[src/hdl/jce_pkg.sv]
// Shared constants, types and codes for the JPEG coefficient expander.
package jce_pkg;

  localparam int BLOCK_COEFFS   = 64;
  localparam int NUM_COMPONENTS = 3;

  localparam int COEF_W = 16;
  localparam int POS_W  = $clog2(BLOCK_COEFFS) + 1;
  localparam int COMP_W = 2;
  localparam int SYM_W  = 8;
  localparam int MAG_W  = 15;
  localparam int RUN_W  = 4;

  localparam logic [SYM_W-1:0] SYM_EOB = 8'h00;
  localparam logic [POS_W-1:0] POS_CLOSED = POS_W'(BLOCK_COEFFS);
  localparam logic [POS_W-1:0] POS_LAST   = POS_W'(BLOCK_COEFFS - 1);

  typedef enum logic [2:0] {
    S_IDLE,
    S_DC,
    S_RUN,
    S_VAL,
    S_FILL
  } jce_state_t;

  // Controller to datapath.
  typedef struct packed {
    logic accept;
    logic emit_dc;
    logic emit_zero;
    logic emit_val;
  } jce_cmd_t;

  // Datapath to controller.
  typedef struct packed {
    logic in_starts;
    logic in_eob;
    logic block_open;
    logic run_zero;
    logic at_last;
    logic out_free;
  } jce_sts_t;

endpackage

[src/hdl/jce_ctrl.sv]
// Sequencing state machine of the JPEG coefficient expander.
module jce_ctrl
  import jce_pkg::*;
(
  input  logic       clk,
  input  logic       rst_n,
  input  logic       in_valid,
  input  jce_sts_t   sts,
  output jce_cmd_t   cmd,
  output logic       in_stall
);

  jce_state_t state_r;
  jce_state_t state_nxt;

  always_ff @(posedge clk) begin
    if (!rst_n) begin
      state_r <= S_IDLE;
    end else begin
      state_r <= state_nxt;
    end
  end

  always_comb begin
    state_nxt = state_r;
    unique case (state_r)
      S_IDLE: begin
        if (in_valid) begin
          if (sts.in_starts) begin
            state_nxt = S_DC;
          end else if (!sts.block_open) begin
            state_nxt = S_IDLE;
          end else if (sts.in_eob) begin
            state_nxt = S_FILL;
          end else begin
            state_nxt = S_RUN;
          end
        end
      end
      S_DC: begin
        if (sts.out_free) state_nxt = S_IDLE;
      end
      S_RUN: begin
        if (sts.run_zero || !sts.block_open) state_nxt = S_VAL;
      end
      S_VAL: begin
        if (!sts.block_open || sts.out_free) state_nxt = S_IDLE;
      end
      S_FILL: begin
        if (sts.out_free && sts.at_last) state_nxt = S_IDLE;
      end
      default: state_nxt = S_IDLE;
    endcase
  end

  always_comb begin
    cmd = '0;
    unique case (state_r)
      S_IDLE: cmd.accept   = in_valid;
      S_DC:   cmd.emit_dc  = sts.out_free;
      S_RUN:  cmd.emit_zero = sts.out_free && !sts.run_zero && sts.block_open;
      S_VAL:  cmd.emit_val = sts.out_free && sts.block_open;
      S_FILL: cmd.emit_zero = sts.out_free;
      default: cmd = '0;
    endcase
  end

  assign in_stall = (state_r != S_IDLE);

endmodule

[src/hdl/jce_dp.sv]
// Datapath of the JPEG coefficient expander: item registers, predictors, output register.
module jce_dp
  import jce_pkg::*;
(
  input  logic                     clk,
  input  logic                     rst_n,
  input  jce_cmd_t                 cmd,
  output jce_sts_t                 sts,
  input  logic                     in_starts_block,
  input  logic [COMP_W-1:0]        in_component,
  input  logic [SYM_W-1:0]         in_symbol,
  input  logic [MAG_W-1:0]         in_magnitude_bits,
  input  logic                     in_clear_predictors,
  output logic                     out_valid,
  input  logic                     out_stall,
  output logic signed [COEF_W-1:0] out_coefficient,
  output logic [POS_W-2:0]         out_position,
  output logic [COMP_W-1:0]        out_component,
  output logic                     out_block_last
);

  // JPEG sign extension of the low size bits.
  function automatic logic [COEF_W-1:0] extend_bits(input logic [3:0] size,
                                                     input logic [MAG_W-1:0] bits);
    logic [MAG_W-1:0] mask;
    logic [MAG_W-1:0] v;
    logic [COEF_W-1:0] half;
    logic [COEF_W-1:0] res;
    mask = MAG_W'((16'd1 << size) - 16'd1);
    v    = bits & mask;
    half = (16'd1 << size) >> 1;
    if (size == 4'd0) begin
      res = '0;
    end else if ({1'b0, v} < half) begin
      res = {1'b0, v} + 16'd1 - (16'd1 << size);
    end else begin
      res = {1'b0, v};
    end
    return res;
  endfunction

  logic [COEF_W-1:0] pred_r [NUM_COMPONENTS];
  logic [COEF_W-1:0] ext_r;
  logic [RUN_W-1:0]  run_r;
  logic [COMP_W-1:0] comp_r;
  logic [POS_W-1:0]  pos_r;
  logic [POS_W-1:0]  pos_nxt;
  logic [COMP_W-1:0] open_comp_r;
  logic              out_valid_r;
  logic              out_valid_nxt;
  logic [COEF_W-1:0] out_coef_r;
  logic [POS_W-2:0]  out_pos_r;
  logic [COMP_W-1:0] out_comp_r;
  logic              out_last_r;
  logic [COEF_W-1:0] pred_sel;
  logic              comp_has_pred;
  logic [COEF_W-1:0] dc_sum;
  logic              load;

  always_comb begin
    pred_sel      = '0;
    comp_has_pred = 1'b0;
    for (int i = 0; i < NUM_COMPONENTS; i++) begin
      if (comp_r == COMP_W'(i)) begin
        pred_sel      = pred_r[i];
        comp_has_pred = 1'b1;
      end
    end
  end

  assign dc_sum = pred_sel + ext_r;
  assign load   = cmd.emit_dc || cmd.emit_zero || cmd.emit_val;

  always_comb begin
    pos_nxt = pos_r;
    if (cmd.emit_dc) begin
      pos_nxt = POS_W'(1);
    end else if (cmd.emit_zero || cmd.emit_val) begin
      pos_nxt = pos_r + POS_W'(1);
    end
  end

  always_comb begin
    if (load) begin
      out_valid_nxt = 1'b1;
    end else if (out_stall) begin
      out_valid_nxt = out_valid_r;
    end else begin
      out_valid_nxt = 1'b0;
    end
  end

  always_ff @(posedge clk) begin
    if (!rst_n) begin
      pos_r       <= POS_CLOSED;
      open_comp_r <= '0;
      out_valid_r <= 1'b0;
      for (int i = 0; i < NUM_COMPONENTS; i++) pred_r[i] <= '0;
    end else begin
      pos_r       <= pos_nxt;
      out_valid_r <= out_valid_nxt;
      if (cmd.accept && in_clear_predictors) begin
        for (int i = 0; i < NUM_COMPONENTS; i++) pred_r[i] <= '0;
      end
      if (cmd.emit_dc) begin
        open_comp_r <= comp_r;
        for (int i = 0; i < NUM_COMPONENTS; i++) begin
          if (comp_r == COMP_W'(i)) pred_r[i] <= dc_sum;
        end
      end
    end
  end

  always_ff @(posedge clk) begin
    if (cmd.accept) begin
      ext_r  <= extend_bits(in_symbol[3:0], in_magnitude_bits);
      run_r  <= in_symbol[7:4];
      comp_r <= in_component;
    end else if (cmd.emit_zero && run_r != '0) begin
      run_r <= run_r - RUN_W'(1);
    end
    if (load) begin
      if (cmd.emit_dc) begin
        out_coef_r <= comp_has_pred ? dc_sum : ext_r;
        out_pos_r  <= '0;
        out_comp_r <= comp_r;
        out_last_r <= 1'b0;
      end else begin
        out_coef_r <= cmd.emit_val ? ext_r : '0;
        out_pos_r  <= pos_r[POS_W-2:0];
        out_comp_r <= open_comp_r;
        out_last_r <= (pos_r == POS_LAST);
      end
    end
  end

  assign sts.in_starts  = in_starts_block;
  assign sts.in_eob     = (in_symbol == SYM_EOB);
  assign sts.block_open = (pos_r < POS_CLOSED);
  assign sts.run_zero   = (run_r == '0);
  assign sts.at_last    = (pos_r == POS_LAST);
  assign sts.out_free   = !out_valid_r || !out_stall;

  assign out_valid       = out_valid_r;
  assign out_coefficient = out_coef_r;
  assign out_position    = out_pos_r;
  assign out_component   = out_comp_r;
  assign out_block_last  = out_last_r;

endmodule

[src/hdl/jpeg_coefficient_expander_unit.sv]
// Top level of the JPEG baseline coefficient expander.
//
// The input channel takes one Huffman-decoded symbol per transaction together
// with its appended magnitude bits. A DC transaction opens a block and adds
// the sign-extended category bits to the component's predictor; AC
// transactions emit their zero run and then their value; end of block
// zero-fills the block. Each result transaction carries one coefficient with
// its zigzag position, its component and a flag on position 63.
// One symbol is processed at a time. Results leave at up to one per cycle,
// unless the receiver stalls, through a single output register. A DC symbol
// passes the DC state, an AC symbol the run state for its zeros and then the
// value state, end of block the fill state; an AC symbol with no block open
// is consumed while idle. The first result is loaded in the DC, run or fill
// state, or in the value state for an AC symbol with no zero run.
// The output register is the only buffer: while the receiver stalls, the
// pending coefficient holds and the sequencer waits, so input stall rises.
// Synchronous reset zeroes the predictors, closes any open block and drops
// a pending result.
module jpeg_coefficient_expander_unit
  import jce_pkg::*;
(
  input  logic                     clk,
  input  logic                     rst_n,
  input  logic                     in_valid,
  output logic                     in_stall,
  input  logic                     in_starts_block,
  input  logic [COMP_W-1:0]        in_component,
  input  logic [SYM_W-1:0]         in_symbol,
  input  logic [MAG_W-1:0]         in_magnitude_bits,
  input  logic                     in_clear_predictors,
  output logic                     out_valid,
  input  logic                     out_stall,
  output logic signed [COEF_W-1:0] out_coefficient,
  output logic [POS_W-2:0]         out_position,
  output logic [COMP_W-1:0]        out_component,
  output logic                     out_block_last
);

  // Commands from the sequencer and status back from the datapath.
  jce_cmd_t cmd;
  jce_sts_t sts;

  // The sequencer accepts a transaction only while idle and then walks the zero
  // run, the value or the fill one coefficient per cycle while not stalled.
  jce_ctrl u_ctrl (
    .clk      (clk),
    .rst_n    (rst_n),
    .in_valid (in_valid),
    .sts      (sts),
    .cmd      (cmd),
    .in_stall (in_stall)
  );

  // The datapath holds the captured symbol, the predictors, the block
  // position and the output register.
  jce_dp u_dp (
    .clk                 (clk),
    .rst_n               (rst_n),
    .cmd                 (cmd),
    .sts                 (sts),
    .in_starts_block     (in_starts_block),
    .in_component        (in_component),
    .in_symbol           (in_symbol),
    .in_magnitude_bits   (in_magnitude_bits),
    .in_clear_predictors (in_clear_predictors),
    .out_valid           (out_valid),
    .out_stall           (out_stall),
    .out_coefficient     (out_coefficient),
    .out_position        (out_position),
    .out_component       (out_component),
    .out_block_last      (out_block_last)
  );

endmodule

[config.mk]
export PLATFORM = sky130hd
export DESIGN_NAME = jpeg_coefficient_expander_unit
export DESIGN_NICKNAME = d
export VERILOG_FILES = /design/src/hdl/jce_pkg.sv /design/src/hdl/jce_ctrl.sv /design/src/hdl/jce_dp.sv /design/src/hdl/jpeg_coefficient_expander_unit.sv
export SDC_FILE = /design/constraint.sdc
export NUM_CORES = 1
export LEC_CHECK = 0
export BUFFER_PORTS_ARGS = -buffer_cell sky130_fd_sc_hd__clkbuf_2
export CAP_MARGIN = 0
export CELL_PAD_IN_SITES_DETAIL_PLACEMENT = 0
export CELL_PAD_IN_SITES_GLOBAL_PLACEMENT = 2
export CORE_MARGIN = 1.5
export CORE_UTILIZATION = 30
export DETAILED_ROUTE_END_ITERATION = 6
export PLACE_DENSITY_LB_ADDON = 0.1
export SLEW_MARGIN = 20
export SYNTH_ARGS = -nofsm -noshare
export SYNTH_HDL_FRONTEND = slang
export SYNTH_HIERARCHICAL = 1
export SYNTH_SLANG_ARGS = --single-unit
[constraint.sdc]
create_clock -name clk -period 5.75 [get_ports clk]
set_clock_uncertainty 0.15 [all_clocks]
set_input_delay 0.8625 -clock clk [delete_from_list [all_inputs] [get_ports clk]]
set_output_delay 0.8625 -clock clk [all_outputs]
set_load 0.005 [all_outputs]
# After elaboration in Yosys (flattened, before gate mapping)
# Memory sizes are Yosys's and may differ from the RTL's.
# Index checks and enable logic that the tools add are counted.
dict set report op_classes {
  n_div 0
  eq_ne 13
  addsub 6
  n_mux 51
  order_cmp 2
  shift 1
  reduce_logical 28
  bitwise_logic 9
  n_mul 0
}
# cell n
set ops {}
lappend ops {{two-way mux 16 bit} 12}
lappend ops {{two-way mux 3 bit} 8}
lappend ops {{two-way mux 1 bit} 23}
lappend ops {{adder 15 x 1 -> 16 bit, second input constant} 1}
lappend ops {{adder 16 bit} 1}
lappend ops {{<< shifter 1 x 4 -> 16 bit, first input constant} 1}
lappend ops {{subtractor 16 bit} 1}
lappend ops {{AND 15 bit} 1}
lappend ops {{less-than comparator 15 bit} 1}
lappend ops {{two-way mux 15 bit} 1}
lappend ops {{case mux 3 bit (5 select lines)} 1}
lappend ops {{subtractor 15 x 1 -> 15 bit, second input constant} 1}
lappend ops {{two-way mux 7 bit} 2}
lappend ops {{!= test 2 x 1 -> 1 bit, second input constant} 5}
lappend ops {{zero test 4 bit} 2}
lappend ops {{zero test 8 bit} 1}
lappend ops {{two-way mux 4 bit} 2}
lappend ops {{adder 7 x 1 -> 7 bit, second input constant} 1}
lappend ops {{== test 7 x 6 -> 1 bit, second input constant} 1}
lappend ops {{less-than comparator 7 bit, second input constant} 1}
lappend ops {{== test 3 x 2 -> 1 bit, second input constant} 2}
lappend ops {{logical AND 1 bit} 6}
lappend ops {{logical OR 1 bit} 6}
lappend ops {{bitwise OR 1 bit} 6}
lappend ops {{17 further kinds} 23}
dict set report word_totals {
  out_inout_bits 27
  latchBits 0
  mem_count 1
  ff_bits 60
  in_bits 31
  wordCells 124
  mem_bits_ro 0
  ram_bits 48
}
# memory depth word_bits read_ports rd_clocked_by_memory_dff wr line_no
set mem_list {}
lappend mem_list {u_dp.pred_r 3 16 3 0 3 jce_dp.sv:42} ;# logic [COEF_W-1:0] pred_r [NUM_COMPONENTS];

# Logic depth before layout (Yosys ltp)
dict set report logic_depth {
  word_depth 8
  mapped_depth 18
  mapped_depth_nobuf 16
}

# Modules after synthesis
# Netlist, hierarchy kept.
# module seq_area_each_um2 n_inst area_per_inst_um2 cells_each
set by_module_without_submodules {}
lappend by_module_without_submodules {jce_dp 3052.9 1 6807.8 715}
lappend by_module_without_submodules {jce_ctrl 60.1 1 262.8 36}

# Worst setup path before layout
# Ideal clock, no wire load.
dict set report synth_timing {
  path_type {input to register}
  from {input port in_symbol[1]}
  to {register u_dp.ext_r[15], data pin}
  path_buffers 2
  t_required_ns 5.426
  cell_stages 18
  setup_time_ns 0.174
  path_slack_ns 0.629
  t_arrival_ns 4.797
  path_cell_list {clkbuf_1 or2_0 nor3_1 inv_1 ha_1 clkbuf_1 inv_1 mux2_2 nand2_1 a21boi_0 ha_1 ha_1 a21oi_1 nand2_1 o211ai_1 a21oi_1 a2111o_1 a311oi_1}
}
dict set report synth_between {
  elab_chain_len 6
  word_cells_on_any_way 9
  cone_classes {3 x add/sub; 1 x order compare; 1 x shift; 2 x bitwise; 2 x reduce/logical}
}
# item line_no
set synth_rtl {}
lappend synth_rtl {{start: declaration} jpeg_coefficient_expander_unit.sv:28} ;# input logic [SYM_W-1:0] in_symbol,
lappend synth_rtl {{branches (longest 6 deep; another with adder 15 x 1 -> 16 bit)} --}
lappend synth_rtl {{end signal: assignment} jce_dp.sv:116} ;# ext_r <= extend_bits(in_symbol[3:0], in_magnitude_bits);
lappend synth_rtl {{end: declaration} jce_dp.sv:43} ;# logic [COEF_W-1:0] ext_r;
# Parallel ways; which one is timed is not known.
# A chain may end at the register's enable or synchronous reset.

# Worst setup path in the final report
dict set report layout_timing {
  from {input port in_symbol[2]}
  to {register u_dp.ext_r[15], data pin}
}
# The elaborated chain is that of the path after synthesis.

==> summary.txt <==
Timing
  – Number of hold violations in the final report: 0
  – Worst path setup slack after routing: 823 ps
  – Setup repair after global routing missed its margin: false
  – Slew at the pin with the worst max-slew slack: 1000 ps
  – Final period demand of the worst path: a little under 5000 ps
  – Worst slew margin relative to its limit: approximately 33%
  – Final Setup Violations: 0
  – Sum of negative setup slack: 0 ps
  – FMAX: a little over 200 MHz
  – Total count of max-transition violations in the final report: 0
  – Share of the clock period used by the worst path: between 80 and 90%

Status
  – Run status: finished clean

Logic synthesis
  – Async S/R FF share, synth: 0%
  – Count of distinct cell types in the synthesized netlist: between 60 and 70
  – Synthesis warning total: 6
  – Post-Synthesis Mean Instance Area: roughly 9.4 um^2
  – Net Count, Synth: 834
  – Top_reg_cell synth: edfxtp_1
  – Post-synth EDFFs: 95
  – Mapped Area: 7070 um^2
  – Post-Syn Instances: around 750
  – Synth Register Bits: 108
  – Sequential element share of the synthesized area: 44.0%

Placement
  – Number of input and output port buffers inserted: 57
  – Post-detailed-placement half-perimeter wirelength: 14.9 mm
  – Placer congestion estimate: roughly 0.83
  – Worst setup slack after placement: 508 ps

Layout
  – Number of diodes: 0
  – Post-Route Utilization: 34.9%
  – Most frequent standard cell in the layout excluding fill and tap cells: nand2_1
  – Fraction of final layout cells with drive strength greater than 1: 13.1%
  – Area growth syn-to-layout: 13.2%
  – Most frequent cells in the layout: 102 x nand2_1, 95 x edfxtp_1, 85 x nor2_1, 65 x o21ai_0, 57 x clkbuf_2
  – Fin nets: 882
  – Number of inserted filler cells in the final layout: 2383

Power and ir drop
  – Leakage power summed over all cells: 3.15 nW
  – Worst ir drop on vdd: 0.000113 V
  – Power density normalized to cell area: about 280 nW/um^2

Route
  – Via Count: 5648
  – Detail Route Antenna Nets: 0
  – Drt wl/cell: 18.2 um
  – Number of design rule violations left after detail routing: 0
  – Number of DRC violations after detailed-routing iteration 0: ~330
  – Detailed-router iteration count before antenna repair: 5
  – Drt via density: 5.06
  – WL final: 20.4 mm

GRT
  – Remaining global-route overflow: 0
  – Pin count of the biggest net entering global routing: 28
  – Initial antenna violation count: 0
  – Wire length of the first global-routing pass: 31.5 mm
  – Total global routing track utilization: 17.2%
  – Via count of the first global-routing pass: 5509

Worst setup path
  – Worst-path fanout max: 14
  – Worst Path Required: between 5000 and 6000 ps
  – Critical path arrival: 4940 ps
  – Kind of end point of the critical path: register
  – Crit Path Category: in2reg
  – Startpoint class of the critical path: input pin

Clocking
  – Clk_lat worst skew: 350 ps
  – CTS tree: built
  – H-tree depth: 3
  – Clock buffer count from CTS: 9
  – CTS clk-pin slew, worst paths: 80 ps
  – Setup bufs post-CTS: 0
  – Post-CTS Hold Fix Bufs: 0
  – Clock Tree Buf Depth: 2
  – Clock tree root driver cell: clkbuf_16
  – Number of resized instances in the post-cts repair step: 0
  – Total number of clock tree sinks: 108

Floorplanning
  – Die Y: 157 um
  – Number of placed I/O pins: slightly below 60
  – Standard-cell rows: 55
  – Initial core utilization: a little under a third
  – Die X-Extent: approximately 160 um
  – Die outline area: 24500 um^2
  – Area of the placeable core: 22900 um^2

Hold path
  – Kind of path behind the tightest hold check: reg2reg

Run
  – Max_cap viols: 0
## layer usage
| metal | vias up | wire length, um | GRT usage, % |
|---|---|---|---|
| li1 | 2802 | - | - |
| met3 | 16 | 1010 | 2.99 |
| met4 | 0 | 221 | 3.67 |
| met1 | 2684 | 9910 | 24.1 |
| met5 | - | 0 | 0 |
| met2 | 146 | 9240 | 27.7 |
## sequential cells by signal, indices dropped and copies added, names as in the netlist, 2 cells and up
| register | count |
|---|---|
| u_dp/out_component | 2 |
| u_dp/run_r | 4 |
| u_dp/out_position | 6 |
| u_dp/out_coefficient | 16 |
| u_dp/ext_r | 16 |
| u_dp/pos_r | 7 |
| u_dp/comp_r | 2 |
| u_dp/open_comp_r | 2 |
| u_dp/pred_r | 48 |
| u_ctrl/state_r | 3 |
## area by class of cell
type | count | area (um^2) | share of cell area, %
clock inverters | 6 | 61.3 | 0.766
well taps | 313 | 392 | 4.89
multi-input cells | 584 | 3730 | 46.6
repair buffers | 69 | 375 | 4.69
clock buffers | 10 | 229 | 2.86
inverters | 27 | 101 | 1.27
flip-flops and latches | 108 | 3110 | 38.9
## synthesized netlist by cell type (all sizes together) (14+ instances only)
master | count | area share [%]
clkbuf | 26 | 1.4
xnor2 | 19 | 2.4
a21oi | 52 | 3.7
nor2 | 87 | 4.7
ha | 50 | 8.8
inv | 27 | 1.4
and2 | 14 | 1.2
edfxtp | 95 | 40
mux2i | 19 | 2.7
nor2b | 18 | 1.6
o21ai | 67 | 4.7
nand2 | 102 | 5.4
## logic make-up after synthesis
| kind of cell | share of synthesized area, % |
|---|---|
| compound gates | 16.4 |
| xor+xnor | 3.84 |
| fa+ha+maj | 9.41 |
| buf+inv | 3.42 |
| flops | 44.0 |
| mux | 3.65 |
| simple gates | 19.3 |
## metrics by stage
step	area, um^2	std cells	hold slack [ps]	power [mW]
finish	8000	1117	346	2.27
global route	8000	1117	384	2.41
CTS	8000	1117	359	2.30
detailed placement	7710	1101	347	1.67
global placement	7710	1101	336	1.67
floorplan	7070	751	308	1.47
## path summary, 6_finish.rpt
check | from | end | slack [ps] | cells past startpoint
worst max-delay path | in_symbol[2] | u_dp/ext_r[15] | 820 | 17
worst min register to register | u_dp/pos_r[1] | u_dp/pos_r[1] | 350 | 2
worst max register to register | u_dp/comp_r[1] | u_dp/out_coefficient[14] | 1590 | 12
worst min-delay path | u_dp/pos_r[1] | u_dp/pos_r[1] | 350 | 2
## critical path: stages
cell	delay, ps
clkbuf_2	180
or2_0	370
nor3_2	190
inv_1	130
ha_1	220
inv_1	120
mux2_2	350
nand2_1	60
a21boi_0	150
ha_1	310
ha_1	360
a21oi_1	290
nand2_1	90
o211ai_1	380
a21oi_1	210
a2111o_1	450
a311oi_1	220
## where the power goes
part | total (mW) | leakage, nW | switching, mW | internal [mW]
registers | 0.998 | 1.07 | 0.0462 | 0.951
clock network | 0.607 | 0.138 | 0.303 | 0.304
logic | 0.663 | 1.95 | 0.416 | 0.247
No activity file was read; power rests on OpenSTA's default activity.
